## config.mk

```make
export PLATFORM = sky130hd
export DESIGN_NAME = pressure_sample_guard_core
export DESIGN_NICKNAME = d
export VERILOG_FILES = /design/src/psg_pkg.sv /design/src/psg_filter.sv /design/src/pressure_sample_guard_core.sv
export VERILOG_INCLUDE_DIRS = /design/src /design/src/src
export SDC_FILE = /design/constraint.sdc
export NUM_CORES = 1
export LEC_CHECK = 0
export BUFFER_PORTS_ARGS = -buffer_cell sky130_fd_sc_hd__buf_4
export CORE_ASPECT_RATIO = 2
export CORE_MARGIN = 2
export CORE_UTILIZATION = 49
export DETAILED_ROUTE_END_ITERATION = 7
export GPL_ROUTABILITY_DRIVEN = 1
export PLACE_DENSITY_LB_ADDON = 0.08
export SLEW_MARGIN = 20
export SYNTH_ARGS = -nofsm -noshare
export SYNTH_HDL_FRONTEND = slang
export SYNTH_HIERARCHICAL = 1
export SYNTH_SLANG_ARGS = --single-unit
```

## constraint.sdc

```tcl
create_clock -name clk -period 26.1 [get_ports clk]
set_clock_uncertainty 0.1 [all_clocks]
set_input_delay 3.915 -clock clk [delete_from_list [all_inputs] [get_ports clk]]
set_output_delay 3.915 -clock clk [all_outputs]
set_load 0.05 [all_outputs]
```

## src/assert_macros.svh

```systemverilog
// Assertion helpers used by the pressure_sample_guard_core RTL
`ifndef ASSERT_MACROS_SVH
`define ASSERT_MACROS_SVH

// Same-cycle implication, checked outside reset
`define ASSERT_SAME(label, ante, cons, msg) \
  label: assert property (@(posedge clk) disable iff (!rst_n) (ante) |-> (cons)) \
    else $error(msg);

// Next-cycle implication, checked outside reset
`define ASSERT_NEXT(label, ante, cons, msg) \
  label: assert property (@(posedge clk) disable iff (!rst_n) (ante) |=> (cons)) \
    else $error(msg);

`endif

```

## src/psg_pkg.sv

```systemverilog
package psg_pkg;

  // Input word
  typedef struct packed {
    logic              bus_error;
    logic signed [15:0] raw_sample;
  } psg_in_t;

  // Result word
  typedef struct packed {
    logic signed [16:0] pressure;
    logic [1:0]         sample_status;
    logic               reinit_request;
  } psg_out_t;

  // Configuration registers
  typedef struct packed {
    logic signed [15:0] zero_offset;
    logic signed [16:0] min_pressure;
    logic signed [16:0] max_pressure;
    logic [16:0]        max_jump;
    logic [8:0]         blend_weight;
    logic [7:0]         error_limit;
  } psg_cfg_t;

  // Filter state carried from one word to the next
  typedef struct packed {
    logic signed [16:0] held_pressure;
    logic [7:0]         error_run;
  } psg_state_t;

  // Status codes
  localparam logic [1:0] ST_ACCEPTED = 2'd0;
  localparam logic [1:0] ST_BLENDED  = 2'd1;
  localparam logic [1:0] ST_RANGE    = 2'd2;
  localparam logic [1:0] ST_ERROR    = 2'd3;

  // Register indexes
  localparam logic [2:0] REG_ZERO_OFFSET  = 3'd0;
  localparam logic [2:0] REG_MIN_PRESSURE = 3'd1;
  localparam logic [2:0] REG_MAX_PRESSURE = 3'd2;
  localparam logic [2:0] REG_MAX_JUMP     = 3'd3;
  localparam logic [2:0] REG_BLEND_WEIGHT = 3'd4;
  localparam logic [2:0] REG_ERROR_LIMIT  = 3'd5;

  // Register reset values
  localparam logic signed [15:0] ZERO_OFFSET_RST  = 16'sd3000;
  localparam logic signed [16:0] MIN_PRESSURE_RST = -17'sd1024;
  localparam logic signed [16:0] MAX_PRESSURE_RST = 17'sd24576;
  localparam logic [16:0]        MAX_JUMP_RST     = 17'd3072;
  localparam logic [8:0]         BLEND_WEIGHT_RST = 9'd77;
  localparam logic [7:0]         ERROR_LIMIT_RST  = 8'd5;

  // Full-weight blend takes the new sample whole
  localparam logic [8:0] BLEND_FULL = 9'd256;

endpackage

```

## src/psg_filter.sv

```systemverilog
module psg_filter (
  input  logic                bus_error,
  input  logic signed [16:0]  pressure_in,
  input  psg_pkg::psg_cfg_t   cfg,
  input  psg_pkg::psg_state_t state,
  output psg_pkg::psg_state_t state_nxt,
  output psg_pkg::psg_out_t   result
);
  import psg_pkg::*;

  logic signed [17:0] diff;
  logic [17:0]        mag;
  logic [8:0]         w_sat;
  logic signed [26:0] prod;
  logic signed [18:0] blend;
  logic [8:0]         run_inc;
  logic               in_range;
  logic               jump_big;

  // Distance from the held value and blend toward it
  always_comb begin
    diff     = 18'(pressure_in) - 18'(state.held_pressure);
    mag      = diff[17] ? 18'(-diff) : 18'(diff);
    w_sat    = (cfg.blend_weight > BLEND_FULL) ? BLEND_FULL : cfg.blend_weight;
    prod     = 27'(diff) * 27'($signed({1'b0, w_sat}));
    blend    = 19'(state.held_pressure) + 19'(prod >>> 8);
    in_range = !(pressure_in < cfg.min_pressure) && !(pressure_in > cfg.max_pressure);
    jump_big = mag > {1'b0, cfg.max_jump};
    run_inc  = {1'b0, state.error_run} + 9'd1;
  end

  // Select the result and the next state
  always_comb begin
    state_nxt             = state;
    result.pressure       = state.held_pressure;
    result.sample_status  = ST_ERROR;
    result.reinit_request = 1'b0;
    if (bus_error) begin
      if (run_inc > {1'b0, cfg.error_limit}) begin
        state_nxt.error_run     = '0;
        state_nxt.held_pressure = '0;
        result.pressure         = '0;
        result.reinit_request   = 1'b1;
      end else begin
        state_nxt.error_run = run_inc[7:0];
      end
    end else begin
      state_nxt.error_run = '0;
      if (!in_range) begin
        result.sample_status = ST_RANGE;
      end else if (jump_big) begin
        result.pressure         = blend[16:0];
        result.sample_status    = ST_BLENDED;
        state_nxt.held_pressure = blend[16:0];
      end else begin
        result.pressure         = pressure_in;
        result.sample_status    = ST_ACCEPTED;
        state_nxt.held_pressure = pressure_in;
      end
    end
  end

endmodule

```

## src/pressure_sample_guard_core.sv

```systemverilog
// Pressure sample guard.
// Input channel (in_valid / in_stall / in_data): one word per converter read,
// carrying the bus-error flag and the signed raw sample.
// Result channel (out_valid / out_stall / out_data): exactly one word per
// input word, in order: filtered pressure in counts of 1/2048 bar, status
// (accepted, blended, out of range held, error held) and a reinit request.
// Configuration: APB-style port, registers at byte address 4*index; write
// only while no word is in flight.
// Path: an accepted word moves into the input register and is filtered into
// the output register once that register is empty or its result is taken,
// which raises out_valid; a stalled result can hold it in the input register.
// Throughput: one word per cycle while the result side does not stall; the
// held-pressure and error-run state is updated by the filter stage in the same cycle that it reads it.
// Reset: registers return to their defaults, held pressure and error run
// clear, both pipeline registers empty.
// Stall: a stalled result holds; the input register still fills, then
// in_stall rises until the result is taken.
`include "assert_macros.svh"

module pressure_sample_guard_core (
  input  logic              clk,
  input  logic              rst_n,
  input  logic              in_valid,
  output logic              in_stall,
  input  psg_pkg::psg_in_t  in_data,
  output logic              out_valid,
  input  logic              out_stall,
  output psg_pkg::psg_out_t out_data,
  input  logic              psel,
  input  logic              penable,
  input  logic              pwrite,
  input  logic [4:0]        paddr,
  input  logic [31:0]       pwdata,
  output logic [31:0]       prdata,
  output logic              pready
);
  import psg_pkg::*;

  psg_cfg_t           cfg_r;
  psg_state_t         state_r;
  psg_state_t         state_nxt;
  psg_out_t           filt_out;
  psg_out_t           out_data_r;
  logic               out_valid_r;
  logic               s1_valid_r;
  logic               s1_err_r;
  logic signed [16:0] s1_pressure_r;
  logic [2:0]         reg_idx;
  logic               cfg_write;
  logic               in_fire;
  logic               s1_fire;

  // Handshake
  assign s1_fire   = s1_valid_r && (!out_valid_r || !out_stall);
  assign in_stall  = s1_valid_r && out_valid_r && out_stall;
  assign in_fire   = in_valid && !in_stall;
  assign out_valid = out_valid_r;
  assign out_data  = out_data_r;

  // Register port decode
  assign pready    = 1'b1;
  assign reg_idx   = paddr[4:2];
  assign cfg_write = psel && penable && pwrite && pready;

  // Write configuration registers
  always_ff @(posedge clk) begin
    if (!rst_n) begin
      cfg_r.zero_offset  <= ZERO_OFFSET_RST;
      cfg_r.min_pressure <= MIN_PRESSURE_RST;
      cfg_r.max_pressure <= MAX_PRESSURE_RST;
      cfg_r.max_jump     <= MAX_JUMP_RST;
      cfg_r.blend_weight <= BLEND_WEIGHT_RST;
      cfg_r.error_limit  <= ERROR_LIMIT_RST;
    end else if (cfg_write) begin
      unique case (reg_idx)
        REG_ZERO_OFFSET:  cfg_r.zero_offset  <= pwdata[15:0];
        REG_MIN_PRESSURE: cfg_r.min_pressure <= pwdata[16:0];
        REG_MAX_PRESSURE: cfg_r.max_pressure <= pwdata[16:0];
        REG_MAX_JUMP:     cfg_r.max_jump     <= pwdata[16:0];
        REG_BLEND_WEIGHT: cfg_r.blend_weight <= pwdata[8:0];
        REG_ERROR_LIMIT:  cfg_r.error_limit  <= pwdata[7:0];
        default: ;
      endcase
    end
  end

  // Read back configuration registers
  always_comb begin
    unique case (reg_idx)
      REG_ZERO_OFFSET:  prdata = 32'(cfg_r.zero_offset);
      REG_MIN_PRESSURE: prdata = 32'(cfg_r.min_pressure);
      REG_MAX_PRESSURE: prdata = 32'(cfg_r.max_pressure);
      REG_MAX_JUMP:     prdata = {15'd0, cfg_r.max_jump};
      REG_BLEND_WEIGHT: prdata = {23'd0, cfg_r.blend_weight};
      REG_ERROR_LIMIT:  prdata = {24'd0, cfg_r.error_limit};
      default:          prdata = '0;
    endcase
  end

  // Input register: take the word and remove the zero offset
  always_ff @(posedge clk) begin
    if (!rst_n) begin
      s1_valid_r <= 1'b0;
    end else begin
      s1_valid_r <= in_fire || (s1_valid_r && !s1_fire);
    end
  end

  always_ff @(posedge clk) begin
    if (in_fire) begin
      s1_err_r      <= in_data.bus_error;
      s1_pressure_r <= 17'(in_data.raw_sample) - 17'(cfg_r.zero_offset);
    end
  end

  // Filter stage
  psg_filter u_filter (
    .bus_error   (s1_err_r),
    .pressure_in (s1_pressure_r),
    .cfg         (cfg_r),
    .state       (state_r),
    .state_nxt   (state_nxt),
    .result      (filt_out)
  );

  // Advance state as the word leaves the input register
  always_ff @(posedge clk) begin
    if (!rst_n) begin
      state_r <= '0;
    end else if (s1_fire) begin
      state_r <= state_nxt;
    end
  end

  // Output register: hold while stalled
  always_ff @(posedge clk) begin
    if (!rst_n) begin
      out_valid_r <= 1'b0;
    end else begin
      out_valid_r <= s1_fire || (out_valid_r && out_stall);
    end
  end

  always_ff @(posedge clk) begin
    if (s1_fire) begin
      out_data_r <= filt_out;
    end
  end

  // Checks
  `ASSERT_SAME(a_reinit_clears, out_valid_r && out_data_r.reinit_request,
    out_data_r.sample_status == ST_ERROR && out_data_r.pressure == '0,
    "reinit without cleared error result")
  `ASSERT_NEXT(a_state_hold, !s1_fire, $stable(state_r), "filter state moved without a word")
  `ASSERT_NEXT(a_run_clear, s1_fire && !s1_err_r, state_r.error_run == '0,
    "error run kept after a clean word")

endmodule

```

# Word-level counts from Yosys, hierarchy flattened
# Index checks and enable logic that the tools add are counted.
# word_totals
register_bits	149
word_cells	74
inputBits	61
# op_classes
reduce_logical	28
muxes	13
eq_ne	5
mul	1
n_lt_le_gt_ge	5
n_bitwise	1
add_sub_neg	5
# op_table
cell	n
one-hot mux 32 bit (6 select lines)	1
two-way mux 17 bit	5
multiplier 18 x 10 -> 25 bit	1
two-way mux 25 bit	1
two-way mux 19 bit	1
> comparator 18 x 17 -> 1 bit	1
two-way mux 18 bit	1
negation 18 bit	1
subtractor 17 x 17 -> 18 bit	1
adder 17 bit	1
> comparator 17 bit	1
< comparator 17 bit	1
subtractor 16 x 16 -> 17 bit	1
AND reduction 2 bit	7
adder 8 x 1 -> 9 bit, second input constant	1
> comparator 9 x 8 -> 1 bit	1
> comparator 9 bit, second input constant	1
logical AND 1 bit	9
two-way mux 9 bit	1
two-way mux 8 bit	1
== test 3 x 2 -> 1 bit, second input constant	2
== test 3 bit, second input constant	2
logical NOT 1 bit	6
== test 3 x 1 -> 1 bit, second input constant	1
6 further kinds	9

# Depth between registers and ports, before layout
# depth
depth_word	7
mapped_depth	43

# By module
# The synthesis kept the hierarchy.
# modules_own_cells
mod	cells_each	area_per_inst_um2	seq_area_each_um2	n_inst
psg_filter	1176	9267.6	0.0	1
pressure_sample_guard_core	755	6971.7	3363.2	1

# Worst setup path before layout
# Ideal clock, no wire load.
# synth_path
path_kind	input to output
start	input port paddr[2]
end	output port prdata[16]
path_slack_ns	16.068
t_arrival_ns	6.017
stages	7
cell_sequence	buf_4 buf_4 mux2i_1 nor2_1 a21oi_1 nor2_1 a21o_1
# synth_via
elab_chain_len	2
# synth_rtl
element	line_no	source
start: declaration	pressure_sample_guard_core.sv:32	input logic [4:0] paddr,
== test 3 bit, or another cell as far along	pressure_sample_guard_core.sv:89	unique case (reg_idx)
one-hot mux 32 bit (6 select lines) (*)	pressure_sample_guard_core.sv:89	
end: declaration	pressure_sample_guard_core.sv:34	output logic [31:0] prdata,
# Mark *: on every way between the ends. The rest lies on a longest branch, timed or not.

# Worst setup path after layout
# layout_path
start	input port paddr[3]
end	output port prdata[16]
# The elaborated chain is that of the path after synthesis.

==> flow_summary.ini <==
[setup_path]
crit_start = paddr[3]
crit_arrival_ns = 6.02
required_time_worst_endpoint_ns = 22.08
rr_startpoint = s1_pressure_r[0]$_DFFE_PP_
timing.reg2reg.setup_slack_ns = 16.08
reg2regPathDepth = 41
critPathCaptureType = output pin
r2r-end = state_r[24]$_SDFFE_PN0P_
critical_path.startpoint_type = primary input
critPathKind = in2out
critPathMaxFanout = 32

[final_layout]
final_design_area_no_fill_um2 = 17640
area_delta_synth_final_pct = 8.645
layout-drive-gt1-share_pct = 9.538
fillers = 3183
nets = 2308
antenna_cells = 0
post_route_non_filler_standard_cell_count = 2403

[floorplanning]
initial_core_util_pct = 49.49
die_area_um2 = 34700
design.core.area_um2 = 32810
die_width_um = 132.7
core.rowCount = 94
ios = 116
die_h_um = 261.5

[clock_network]
h-tree-depth = 4
cts.sinks = 149
insertion_delay_ns = 0.44
cts_tree = done
clk_pin_slew_ns = 0.06
numCtsBuffers = 17
post_cts_buffers = 0
clock_tree.root_cell = sky130_fd_sc_hd__clkbuf_16
clock_tree.buffer_depth = 2
postCtsHoldBufs = 0
cts_resized = 0

[synthesis]
asyncSetResetFlopFracSynth_pct = 0
synthSimpleGateAreaFrac_pct = 18.64
synth_cell_type_count = 82
yosysTopAreaCell = sky130_fd_sc_hd__fa_1
syn-cell-area_um2 = 16240
syn_avg_cell_area_um2 = 8.410
synth_top_family_by_area = adder cells
synth.top_cells.by_area = sky130_fd_sc_hd__fa_1, sky130_fd_sc_hd__dfxtp_1, sky130_fd_sc_hd__ha_1
post_synthesis_mux_area_share_pct = 3.783
syn_inst = 1931
yosys.cell_count.top_type = sky130_fd_sc_hd__nand2_1
yosysTopAreaCellShare_pct = 15.53
yosysWarnings = 6
synthTopCellsByCount = sky130_fd_sc_hd__nand2_1, sky130_fd_sc_hd__inv_1, sky130_fd_sc_hd__ha_1
number_of_enable_type_register_cells_in_the_synthesized_netlist = 38
synth_ff_type = sky130_fd_sc_hd__dfxtp_1
synth-adder-area-share_pct = 28.09
postSynthRegisterBits = 149
synth-xor-area-share_pct = 5.070
yosysSeqAreaShare_pct = 20.71
synth_compound_area_share_pct = 14.05
synth_nets = 2281

[routing]
drc = 0
1st_iter_drt_viols = 514
detail_route.wirelength_mm = 46.86
number_of_vias_per_cell = 5.554
wire_per_inst_um = 19.50
detail-route-antenna-nets = 0
route.vias.total = 13350
first_pass_iters = 5

[placed_design]
routabilityCongestion = 0.8866
detailed_place.area_um2 = 17060
inst_count_dp = 2371
place_worst_setup_slack_ns = 16.07
dp_hpwl_mm = 38.23
buffer_ports.inserted = 97

[timing]
post-route-period-util_pct = 38.45
setup-tns-final_ns = 0
slew_headroom_pct = 22.80
final_max_slew_viol_count = 0
grt_setup_unrepaired = no
max_freq_mhz = 99.65
setup_violations = 0
layout_min_cycle_time_ns = 10.04
final_hold_viol_count = 0
worst_slew_pin_slew_ns = 1.156
setup_slack_ns = 16.06

[grt]
vias_in_the_first_global_route = 13980
grt.total_usage_pct = 27.75
number_of_antenna_violations_at_the_first_check_in_global_routing = 0
grt_pass1_wl_mm = 74.18
grt_remaining_overflow = 0
grt_start_max_net_pins = 112

[worst_hold_path]
hold_start = cfg_r[58]$_SDFFE_PN0P_
min_delay_path_depth = 2
timing.hold.worst_endpoint = cfg_r[58]$_SDFFE_PN0P_
path_type_of_the_worst_min_delay_path = reg2reg

[job]
max_cap_viol_count = 0

[run_status]
status = complete, no violations
-- routing by layer --
metal	up-vias	track usage [%]	part of all wire (%)
met5	-	0	0
met3	116	2.381	2.6
met1	6514	27.62	35
met2	335	56.20	57
li1	6381	-	-
met4	0	14.10	5.0
-- cells in the final DEF (no fill, tap or decap), types with 13 or more instances in the layout --
cell type and count:
sky130_fd_sc_hd__nand2b_1 26, sky130_fd_sc_hd__nor2_1 106, sky130_fd_sc_hd__clkbuf_16 18, sky130_fd_sc_hd__edfxtp_1 38, sky130_fd_sc_hd__nor2b_1 41, sky130_fd_sc_hd__a21oi_1 65, sky130_fd_sc_hd__nand3_1 39, sky130_fd_sc_hd__mux2i_1 40
sky130_fd_sc_hd__o211ai_1 13, sky130_fd_sc_hd__ha_1 163, sky130_fd_sc_hd__xor2_1 38, sky130_fd_sc_hd__o2bb2ai_1 16, sky130_fd_sc_hd__a21boi_0 76, sky130_fd_sc_hd__o21ai_0 34, sky130_fd_sc_hd__and3_1 20, sky130_fd_sc_hd__a21o_1 31
sky130_fd_sc_hd__o21a_1 15, sky130_fd_sc_hd__inv_1 258, sky130_fd_sc_hd__nand2_1 334, sky130_fd_sc_hd__nor3_1 17, sky130_fd_sc_hd__buf_4 114, sky130_fd_sc_hd__and2_1 23, sky130_fd_sc_hd__xnor2_1 56, sky130_fd_sc_hd__dfxtp_1 111
sky130_fd_sc_hd__fa_1 126
-- cell type report --
class,count,area (µm²),area share (%)
repair buffers,114,855.8,4.851
well taps,432,540.5,3.064
multi-input cells,1417,11320,64.18
clock buffers,20,467.9,2.652
inverters,259,972.2,5.510
flip-flops and latches,149,3363,19.06
clock inverters,12,120.1,0.6808
-- worst max-delay path: stages --
cell and delay [ns]:
sky130_fd_sc_hd__buf_4 0.38, sky130_fd_sc_hd__nor2b_1 0.42, sky130_fd_sc_hd__a21oi_1 0.13, sky130_fd_sc_hd__nor2_1 0.77, sky130_fd_sc_hd__a21o_1 0.18, sky130_fd_sc_hd__buf_4 0.21
-- through the flow --
stage / hold slack (ns) / utilization, %
2_1_floorplan: 0.3449 / -
3_3_place_gp: 0.3562 / 51.96
3_5_place_dp: 0.3658 / 51.98
4_1_cts: 0.3752 / 53.77
5_1_grt: 0.3882 / 53.77
6_report: 0.3746 / 53.77
-- state kept, by name, summed over array words and instances, names as in the netlist --
register	count
s1_pressure_r	17
s1_err_r	1
out_data	20
cfg_r	84
state_r	25
out_valid	1
s1_valid_r	1
-- worst max path at each step --
stage                                    end  slack [ns]
floorplan                         prdata[16]       16.07
global placement      out_data[19]$_DFFE_PP_       16.08
detailed placement                prdata[16]       16.07
CTS                 state_r[24]$_SDFFE_PN0P_       16.03
global route        state_r[24]$_SDFFE_PN0P_       15.42
finish                            prdata[16]       16.06
-- kinds of logic (layout without fill, tap and decap cells) --
logic type / count (synthesis) / after routing
xor+xnor: 94 / 94
simple gates: 656 / 656
compound gates: 327 / 327
flops: 149 / 149
buf+inv: 365 / 405
mux: 50 / 50
fa+ha+maj: 289 / 289
other cells: 1 / 1
Power is not shown: default switching activity piles up to over one toggle a cycle in this logic, so the estimate is an artifact.
